**src/rtl/jddm_pkg.sv**
```systemverilog
// ----------------------------------------------------------------------------
// jddm_pkg
// Shared types and constants for the joystick differential drive mixer.
// ----------------------------------------------------------------------------
package jddm_pkg;

    localparam int unsigned PIVOT_LIMIT = 32;
    localparam int unsigned PREMIX_FULL = 127;
    localparam int unsigned CMD_MAX     = 90;
    localparam int unsigned TICKS_UNIT  = 14;
    localparam int unsigned DIV_BIAS    = 4095;
    localparam int unsigned RECIP_127   = 516;
    localparam int unsigned RECIP_SHIFT = 16;

    typedef logic signed [8:0]  premix_t;
    typedef logic signed [8:0]  pivot_t;
    typedef logic signed [7:0]  axis_t;
    typedef logic        [5:0]  weight_t;
    typedef logic signed [7:0]  cmd_t;
    typedef logic        [10:0] goal_t;

    typedef struct packed {
        logic s2;
        logic s3;
        logic s4;
        logic s5;
        logic s6;
        logic s7;
    } adv_t;

endpackage

```
**src/rtl/jddm_side.sv**
```systemverilog
// ----------------------------------------------------------------------------
// jddm_side
// One wheel datapath: blend quotient, scaling to +-90, reverse flag and goal.
// ----------------------------------------------------------------------------
module jddm_side
(
    input  logic                clk,
    input  jddm_pkg::adv_t      adv,
    input  jddm_pkg::premix_t   premix,
    input  jddm_pkg::pivot_t    pivot,
    input  jddm_pkg::axis_t     joy_y,
    input  jddm_pkg::weight_t   weight,
    output jddm_pkg::cmd_t      mix,
    output logic                reverse,
    output jddm_pkg::goal_t     goal
);

    logic signed [16:0] py_reg, py_next;
    jddm_pkg::weight_t  a2_reg;
    jddm_pkg::pivot_t   piv2_reg;

    logic signed [23:0] num_reg, num_next;
    logic signed [23:0] drive_term;
    logic signed [15:0] pivot_prod;
    logic signed [6:0]  pivot_wt;

    logic signed [23:0] biased;
    logic signed [8:0]  quot;
    logic        [8:0]  quot_mag;
    logic        [14:0] scaled;
    logic        [13:0] m4_reg, m4_next;
    logic               neg4_reg;

    logic        [23:0] recip_prod;
    logic        [7:0]  qe5_reg, qe5_next;
    logic        [13:0] m5_reg;
    logic               neg5_reg;

    logic        [13:0] qe_times;
    logic        [13:0] rem;
    logic        [7:0]  q6_reg, q6_next;
    logic               neg6_reg;

    logic        [7:0]  q_signed;
    logic        [11:0] goal_prod;
    jddm_pkg::cmd_t     mix_reg, mix_next;
    logic               rev_reg, rev_next;
    jddm_pkg::goal_t    goal_reg, goal_next;

    assign py_next = 17'(premix * joy_y);

    always_ff @(posedge clk)
    begin
        if (adv.s2)
        begin
            py_reg   <= py_next;
            a2_reg   <= weight;
            piv2_reg <= pivot;
        end
    end

    always_comb
    begin
        drive_term = 24'($signed({1'b0, a2_reg}) * py_reg);
        pivot_wt   = 7'(jddm_pkg::PIVOT_LIMIT) - $signed({1'b0, a2_reg});
        pivot_prod = 16'(pivot_wt * piv2_reg);
        num_next   = drive_term + (24'(pivot_prod) <<< 7);
    end

    always_ff @(posedge clk)
    begin
        if (adv.s3)
        begin
            num_reg <= num_next;
        end
    end

    always_comb
    begin
        biased   = num_reg + (num_reg[23] ? 24'(jddm_pkg::DIV_BIAS) : 24'sd0);
        quot     = biased[20:12];
        quot_mag = quot[8] ? 9'(-quot) : 9'(quot);
        scaled   = 15'(quot_mag[7:0] * 7'(jddm_pkg::CMD_MAX));
        m4_next  = scaled[13:0];
    end

    always_ff @(posedge clk)
    begin
        if (adv.s4)
        begin
            m4_reg   <= m4_next;
            neg4_reg <= quot[8];
        end
    end

    assign recip_prod = 24'(m4_reg * 10'(jddm_pkg::RECIP_127));
    assign qe5_next   = recip_prod[jddm_pkg::RECIP_SHIFT +: 8];

    always_ff @(posedge clk)
    begin
        if (adv.s5)
        begin
            qe5_reg  <= qe5_next;
            m5_reg   <= m4_reg;
            neg5_reg <= neg4_reg;
        end
    end

    // correct the reciprocal estimate by at most one
    always_comb
    begin
        qe_times = ({6'd0, qe5_reg} << 7) - {6'd0, qe5_reg};
        rem      = m5_reg - qe_times;
        q6_next  = (rem >= 14'(jddm_pkg::PREMIX_FULL)) ? qe5_reg + 8'd1 : qe5_reg;
    end

    always_ff @(posedge clk)
    begin
        if (adv.s6)
        begin
            q6_reg   <= q6_next;
            neg6_reg <= neg5_reg;
        end
    end

    always_comb
    begin
        q_signed  = neg6_reg ? 8'(-q6_reg) : q6_reg;
        mix_next  = $signed(q_signed);
        rev_next  = neg6_reg && (q6_reg != 8'd0);
        goal_prod = 12'(q6_reg * 4'(jddm_pkg::TICKS_UNIT));
        goal_next = goal_prod[10:0];
    end

    always_ff @(posedge clk)
    begin
        if (adv.s7)
        begin
            mix_reg  <= mix_next;
            rev_reg  <= rev_next;
            goal_reg <= goal_next;
        end
    end

    assign mix     = mix_reg;
    assign reverse = rev_reg;
    assign goal    = goal_reg;

endmodule

```
**src/rtl/joystick_differential_drive_mixer_unit.sv**
```systemverilog
// ----------------------------------------------------------------------------
// joystick_differential_drive_mixer_unit
// Joystick X/Y to left/right wheel commands, reverse flags and goal speeds.
//
//  channel   dir  payload
//  s_axis    in   tdata[15:0]: joy_x, joy_y
//  m_axis    out  tdata[39:0]: left/right mix, reverse flags, goals
//
// Seven register stages; one request per cycle while m_axis is not stalled.
// The blend multiply stage and the reciprocal divide-by-127 stages are
// pipelined like the rest, so only m_axis back-pressure holds the flow.
// Reset clears the stage valid bits only.
// A stall on m_axis holds every full stage; empty stages still fill.
// ----------------------------------------------------------------------------
module joystick_differential_drive_mixer_unit
(
    input  logic        clk,
    input  logic        rst_n,
    input  logic        s_axis_tvalid,
    output logic        s_axis_tready,
    input  logic [15:0] s_axis_tdata,   // joy_x[7:0], joy_y[15:8]
    output logic        m_axis_tvalid,
    input  logic        m_axis_tready,
    output logic [39:0] m_axis_tdata    // left_mix[7:0], right_mix[15:8],
                                        // left_reverse[16], right_reverse[17],
                                        // left_goal[28:18], right_goal[39:29]
);

    localparam int unsigned STAGES = 7;

    logic [STAGES:1]   valid_reg;
    logic [STAGES+1:1] ready;
    logic [STAGES-1:0] valid_in;
    jddm_pkg::adv_t    adv;

    jddm_pkg::axis_t    joy_x, joy_y;
    logic signed [8:0]  xe;
    logic        [8:0]  ay;
    jddm_pkg::premix_t  pl_next, pr_next;
    jddm_pkg::weight_t  a_next;

    jddm_pkg::premix_t  pl_reg, pr_reg;
    jddm_pkg::pivot_t   pvl_reg, pvr_reg;
    jddm_pkg::axis_t    y_reg;
    jddm_pkg::weight_t  a_reg;

    jddm_pkg::cmd_t     left_mix, right_mix;
    logic               left_reverse, right_reverse;
    jddm_pkg::goal_t    left_goal, right_goal;

    always_comb
    begin
        ready[STAGES+1] = m_axis_tready;
        valid_in[0]     = s_axis_tvalid;
        for (int k = STAGES; k >= 1; k--)
        begin
            ready[k] = !valid_reg[k] || ready[k+1];
        end
        for (int k = 1; k < STAGES; k++)
        begin
            valid_in[k] = valid_reg[k];
        end
    end

    always_ff @(posedge clk or negedge rst_n)
    begin
        if (!rst_n)
        begin
            valid_reg <= '0;
        end
        else
        begin
            for (int k = 1; k <= STAGES; k++)
            begin
                if (ready[k])
                begin
                    valid_reg[k] <= valid_in[k-1];
                end
            end
        end
    end

    assign adv = '{s2: ready[2], s3: ready[3], s4: ready[4],
                   s5: ready[5], s6: ready[6], s7: ready[7]};

    always_comb
    begin
        joy_x  = s_axis_tdata[7:0];
        joy_y  = s_axis_tdata[15:8];
        xe     = 9'(joy_x);
        ay     = joy_y[7] ? 9'(-9'(joy_y)) : 9'(joy_y);
        a_next = (ay > 9'(jddm_pkg::PIVOT_LIMIT)) ? 6'(jddm_pkg::PIVOT_LIMIT) : ay[5:0];
        if (!joy_y[7])
        begin
            pl_next = joy_x[7] ? 9'(jddm_pkg::PREMIX_FULL) + xe : 9'(jddm_pkg::PREMIX_FULL);
            pr_next = joy_x[7] ? 9'(jddm_pkg::PREMIX_FULL) : 9'(jddm_pkg::PREMIX_FULL) - xe;
        end
        else
        begin
            pl_next = joy_x[7] ? 9'(jddm_pkg::PREMIX_FULL) : 9'(jddm_pkg::PREMIX_FULL) - xe;
            pr_next = joy_x[7] ? 9'(jddm_pkg::PREMIX_FULL) + xe : 9'(jddm_pkg::PREMIX_FULL);
        end
    end

    always_ff @(posedge clk)
    begin
        if (ready[1])
        begin
            pl_reg  <= pl_next;
            pr_reg  <= pr_next;
            pvl_reg <= xe;
            pvr_reg <= -xe;
            y_reg   <= joy_y;
            a_reg   <= a_next;
        end
    end

    jddm_side u_left
    (
        .clk     (clk),
        .adv     (adv),
        .premix  (pl_reg),
        .pivot   (pvl_reg),
        .joy_y   (y_reg),
        .weight  (a_reg),
        .mix     (left_mix),
        .reverse (left_reverse),
        .goal    (left_goal)
    );

    jddm_side u_right
    (
        .clk     (clk),
        .adv     (adv),
        .premix  (pr_reg),
        .pivot   (pvr_reg),
        .joy_y   (y_reg),
        .weight  (a_reg),
        .mix     (right_mix),
        .reverse (right_reverse),
        .goal    (right_goal)
    );

    assign s_axis_tready = ready[1];
    assign m_axis_tvalid = valid_reg[STAGES];
    assign m_axis_tdata  = {right_goal, left_goal, right_reverse, left_reverse,
                            right_mix, left_mix};

endmodule

```
**config.mk**
```make
export PLATFORM = sky130hd
export DESIGN_NAME = joystick_differential_drive_mixer_unit
export DESIGN_NICKNAME = d
export VERILOG_FILES = /design/src/rtl/jddm_pkg.sv /design/src/rtl/jddm_side.sv /design/src/rtl/joystick_differential_drive_mixer_unit.sv
export SDC_FILE = /design/constraint.sdc
export NUM_CORES = 2
export LEC_CHECK = 0
export ABC_AREA = 1
export BUFFER_PORTS_ARGS = -buffer_cell sky130_fd_sc_hd__buf_4
export CAP_MARGIN = 20
export CORE_MARGIN = 2
export CORE_UTILIZATION = 60
export DETAILED_ROUTE_END_ITERATION = 16
export PLACE_DENSITY = 0.85
export REMOVE_ABC_BUFFERS = 1
export SLEW_MARGIN = 20
export SYNTH_ARGS = -nofsm -noshare
export SYNTH_HDL_FRONTEND = slang
export SYNTH_HIERARCHICAL = 1
export SYNTH_SLANG_ARGS = --single-unit
```
**constraint.sdc**
```tcl
create_clock -name clk -period 10.7 [get_ports clk]
set_clock_uncertainty 0.1 [all_clocks]
set_input_delay 0.535 -clock clk [delete_from_list [all_inputs] [get_ports clk]]
set_output_delay 0.535 -clock clk [all_outputs]
set_load 0.02 [all_outputs]
```
# After elaboration in Yosys (flattened, before gate mapping)
# Index checks and enable logic that the tools add are counted.
# word_totals
register_bits	289
word_cells	105
output_inout_bits	42
in_bits	20
# classes
n_addsub	19
n_reduce_logical	18
n_mul	12
magnitude_cmp	3
muxes	13
# op_table
cell	n
$add A24 B23 Y24	2
$mul A7 B17 Y24	2
$mux W8	6
$mux W9	5
$add A21 B12 Y21	2
$mul A13 B8 Y21 const B	2
$mul A9 B8 Y17	2
$neg A8 Y8	4
$ge A14 B7 Y1 const B	2
$sub A14 B14 Y14	2
$sub A14 B8 Y14	2
$mul A8 B6 Y13 const B	2
$mux W12	2
$mul A8 B3 Y10 const B	2
$neg A8 Y9	2
$add A8 B1 Y8 const B	2
$mul A7 B9 Y16	1
$reduce_bool A8 Y1	2
$mul A7 B8 Y15	1
$add A8 B8 Y9 const A	1
$gt A9 B6 Y1 const B	1
$sub A8 B8 Y9 const A	1
$logic_not A1 Y1	7
$logic_or A1 B1 Y1	7
other kinds (2)	3

# Depth between registers and ports, before layout
# logic_depth
depth_word	8
depth_mapped	39
ltp_nobuf	37

# Cells and area by module
# The synthesis kept the hierarchy.
# modules_own_cells
mod	n_inst	cells_per_inst	area_each_um2	seq_area_each_um2
jddm_side at u_right	1	1972	16942.5	3513.4
jddm_side at u_left	1	1988	16903.7	3513.4
joystick_differential_drive_mixer_unit	1	221	2362.3	1616.6

# Least setup slack after synthesis
# Ideal clock, no wire load.
# synth_timing
kind	reg2reg
start	register u_left.a2_reg[1]
end	register u_left.num_reg[23], data pin
synth_period_minus_slack_ns	7.891
required_ns	10.340
stages_incl_launch_ff	39
setup_slack_ns	2.809
setup_time_ns	0.260
n_path_buf	2
arrival_ns	7.532
path_cell_list	edfxtp_1 buf_2 buf_1 inv_1 ha_1 nand2_1 or2_2 nand2_1 inv_1 nand2_1 fa_1 fa_1 inv_1 fa_1 inv_1 fa_1 inv_1 ha_1 (+3 left out) o21ai_0 a21oi_1 nor2_1 nor2_1 xor2_1 inv_1 fa_1 inv_1 fa_1 fa_1 inv_1 ha_1 a21oi_1 nor2_1 nor2_1 o211a_1 o21ai_0 xnor2_1
# synth_via
elab_chain_cells	3
elab_cells_between_ends	4
classes_between	2 x add/sub; 2 x mul
# synth_rtl
element	line_no	rtl
from (decl)	jddm_side.sv:19	jddm_pkg::weight_t a2_reg;
from (signal assigned)	jddm_side.sv:57	a2_reg <= weight;
$sub A6 B6 Y7	jddm_side.sv:65	pivot_wt = 7'(jddm_pkg::PIVOT_LIMIT) - $signed({1'b0, a2_reg});
$mul A7 B8 Y15	jddm_side.sv:66	pivot_prod = 16'(pivot_wt * piv2_reg);
$add A24 B23 Y24 (*)	jddm_side.sv:67	num_next = drive_term + (24'(pivot_prod) <<< 7);
net u_left.num_next[23]	jddm_side.sv:22	logic signed [23:0] num_reg, num_next;
to (signal assigned)	jddm_side.sv:74	num_reg <= num_next;
to (decl)	jddm_side.sv:22	
# Mark *: on every way through the listed nets, which the timed path passes. The rest lies on a longest branch.
# A chain may end at the register's enable or synchronous reset.

# Final worst setup path
# layout_timing
start	register u_right.a2_reg[2]
end	register u_right.num_reg[23], data pin
# layout_via
elab_chain_cells	3
elab_cells_between_ends	4
classes_between	2 x add/sub; 2 x mul
# layout_rtl
element	line_no
from (decl)	jddm_side.sv:19
from (signal assigned)	jddm_side.sv:57
$sub A6 B6 Y7	-
$mul A7 B9 Y16	jddm_side.sv:66
$add A24 B23 Y24 (*)	jddm_side.sv:67
net u_right.num_next[23]	jddm_side.sv:22
to (signal assigned)	jddm_side.sv:74
to (decl)	jddm_side.sv:22
# Marks and branches as above.

==> flow_summary.json <==
{
  "status": "complete, no violations",
  "ant_nets": 0,
  "antennaDiodeCount": 0,
  "drtIter0Drc": 1486,
  "dieArea_um2": 62300,
  "synth_seq_cells": 289,
  "highest_layer": "met4",
  "worst-setup-path-type": "flip-flop to flip-flop",
  "place_hpwl_mm": 58.2,
  "layout_commonest_cell": "inv_1",
  "whs_path_depth": 1,
  "grt_max_degree": 65,
  "path_max_fanout": 19,
  "antenna_found_initial": 0,
  "synth_area_um2": 36200,
  "critPathCapture": "u_right/num_reg[23]",
  "synthCells": 4181,
  "worstPathRequired_ps": 10930,
  "worst_pin_slew_ps": 993,
  "crit_slowest_cell": "edfxtp_1",
  "period_minus_slack_ps": 8870,
  "clk_latency_ps": 590,
  "final_cell_mix": "inv_1, nand2_1, fa_1",
  "htreeDepth": 1,
  "relSlewSlack_pct": 33.6,
  "cap_violations": 0,
  "cts_max_path_buffers": 3,
  "hold_viol_final": 0,
  "clock_sinks": 289,
  "slowest_delay_ps": 830,
  "gp_congestion": 0.888,
  "vias": 26070,
  "ys_seq_area_share_pct": 23.9,
  "ys.flop_type": "edfxtp_1",
  "max_freq_mhz": 113,
  "slew_viol_final": 0,
  "synth_top_area_share_pct": 24.0,
  "timing.final.crit_share_pct": 82.9,
  "synthArstFlopShare_pct": 2.42,
  "routed-wl-met2_mm": 37.7,
  "wirelength_mm": 71.8,
  "cts_tree": "yes",
  "setup_viol_count_final": 0,
  "critPathCaptureType": "flip-flop",
  "grt_pass1_wl_mm": 124,
  "synthTopCellsByArea": "fa_1, edfxtp_1, ha_1",
  "hp-start": "s_axis_tdata[9]",
  "cts_buffers": 31,
  "wire_per_inst_um": 14.3,
  "hold_path_class": "primary input to flip-flop",
  "yosys.area.top_type": "fa_1",
  "initial_utilization_pct": 60.3,
  "core.rowCount": 90,
  "grt_pass1_vias": 27691,
  "drive_gt1_share_pct": 5.17,
  "cts.reportedPaths.clkPinSlew_ps": 70,
  "area.growth.synth_to_final_pct": 6.28,
  "drc": 0,
  "nNetsFinal": 5080,
  "synth.distinct_cells": 56,
  "die_w_um": 250,
  "cp_data_arrival_time_ps": 9100,
  "r2r_cells": 32,
  "root_buffer": "clkbuf_16",
  "dr.pass1.iters": 6,
  "cp-startpoint": "u_right/a2_reg[2]",
  "r2r-end": "u_right/num_reg[23]",
  "viasPerCell": 5.19,
  "crit_top_cell": "inv_1",
  "yosysWarningCount": 6,
  "postCtsSetupBuffers": 0,
  "grt_util_all_layers_pct": 23.6,
  "syn_area_per_cell_um2": 8.66,
  "start_kind": "flip-flop",
  "setup_tns_ps": 0,
  "met1_length_mm": 28.9,
  "portBuffers": 59,
  "r2r_start": "u_right/a2_reg[2]",
  "core_area_um2": 60000,
  "dieHeight_um": 250,
  "synth-edff-count": 282,
  "wl_met3_mm": 2.97,
  "utilization_pct": 64.1,
  "ios": 62,
  "grt_overflow": 0,
  "rrSetupSlack_ps": 1830,
  "grt_setup_unrepaired": "false"
}
[layout make-up]
type / count / area, um^2
clock buffer: 33 / 783
clock inverter: 25 / 274
fill: 4643 / 21500
inverter: 1168 / 4390
multi-input combinational: 2652 / 22900
sequential: 289 / 8640
tap: 782 / 978
timing repair buffer: 72 / 543
[worst min path at each step]
stage	to	slack, ps
2_1_floorplan	valid_reg[1]	140
3_3_place_gp	valid_reg[7]	270
3_5_place_dp	valid_reg[7]	270
4_1_cts	y_reg[1]	20
5_1_grt	y_reg[1]	20
6_report	y_reg[1]	30
[critical path: cells and delay by family (launching register included)]
family	cells	cell delay (ps)
fa+ha+maj	9	4280
xor+xnor	3	940
compound gates	4	880
simple gates	7	860
flops	1	830
buf+inv	9	700
[synth_stat cells (51+ instances only)]
cell type  count
inv_1       1159
nand2_1      843
fa_1         434
ha_1         412
edfxtp_1     282
nor2_1       210
a21oi_1      147
xor2_1       134
nand3_1      107
o21ai_0       73
xnor2_1       71
clkbuf_1      51
[layer usage]
metal	vias up	global-route usage (%)
li1	12693	-
met1	12508	28.1
met2	692	44.6
met3	177	2.34
met4	0	7.78
met5	-	0
[kinds of logic after synthesis]
| kind of cell | share of synthesized area [%] |
|---|---|
| and+or+nand+nor | 15.3 |
| xor gates and xnor gates | 5.05 |
| adders and majority gates | 38.2 |
| buffers and inverters | 13.0 |
| other | 0.0207 |
| DFF | 23.9 |
| AOI/OAI and AO/OA | 4.51 |
[repair_timing]
item | in CTS | in global routing
hold buffers | 1 | 0
resized for setup | 0 | 0
endpoints found under the hold margin | 7 | 0
[metrics by stage]
stage / cell area (um^2) / setup WS [ps] / hold slack, ps / cells
2_1_floorplan: 35900 / 2670 / 139 / 4109
3_3_place_gp: 37400 / 2090 / 273 / 4962
3_5_place_dp: 37400 / 1920 / 275 / 4962
4_1_cts: 38500 / 1930 / 20.4 / 5021
5_1_grt: 38500 / 1180 / 20.0 / 5021
6_report: 38500 / 1830 / 33.2 / 5021
Power is not shown: default switching activity piles up to over one toggle a cycle in this logic, so the estimate is an artifact.
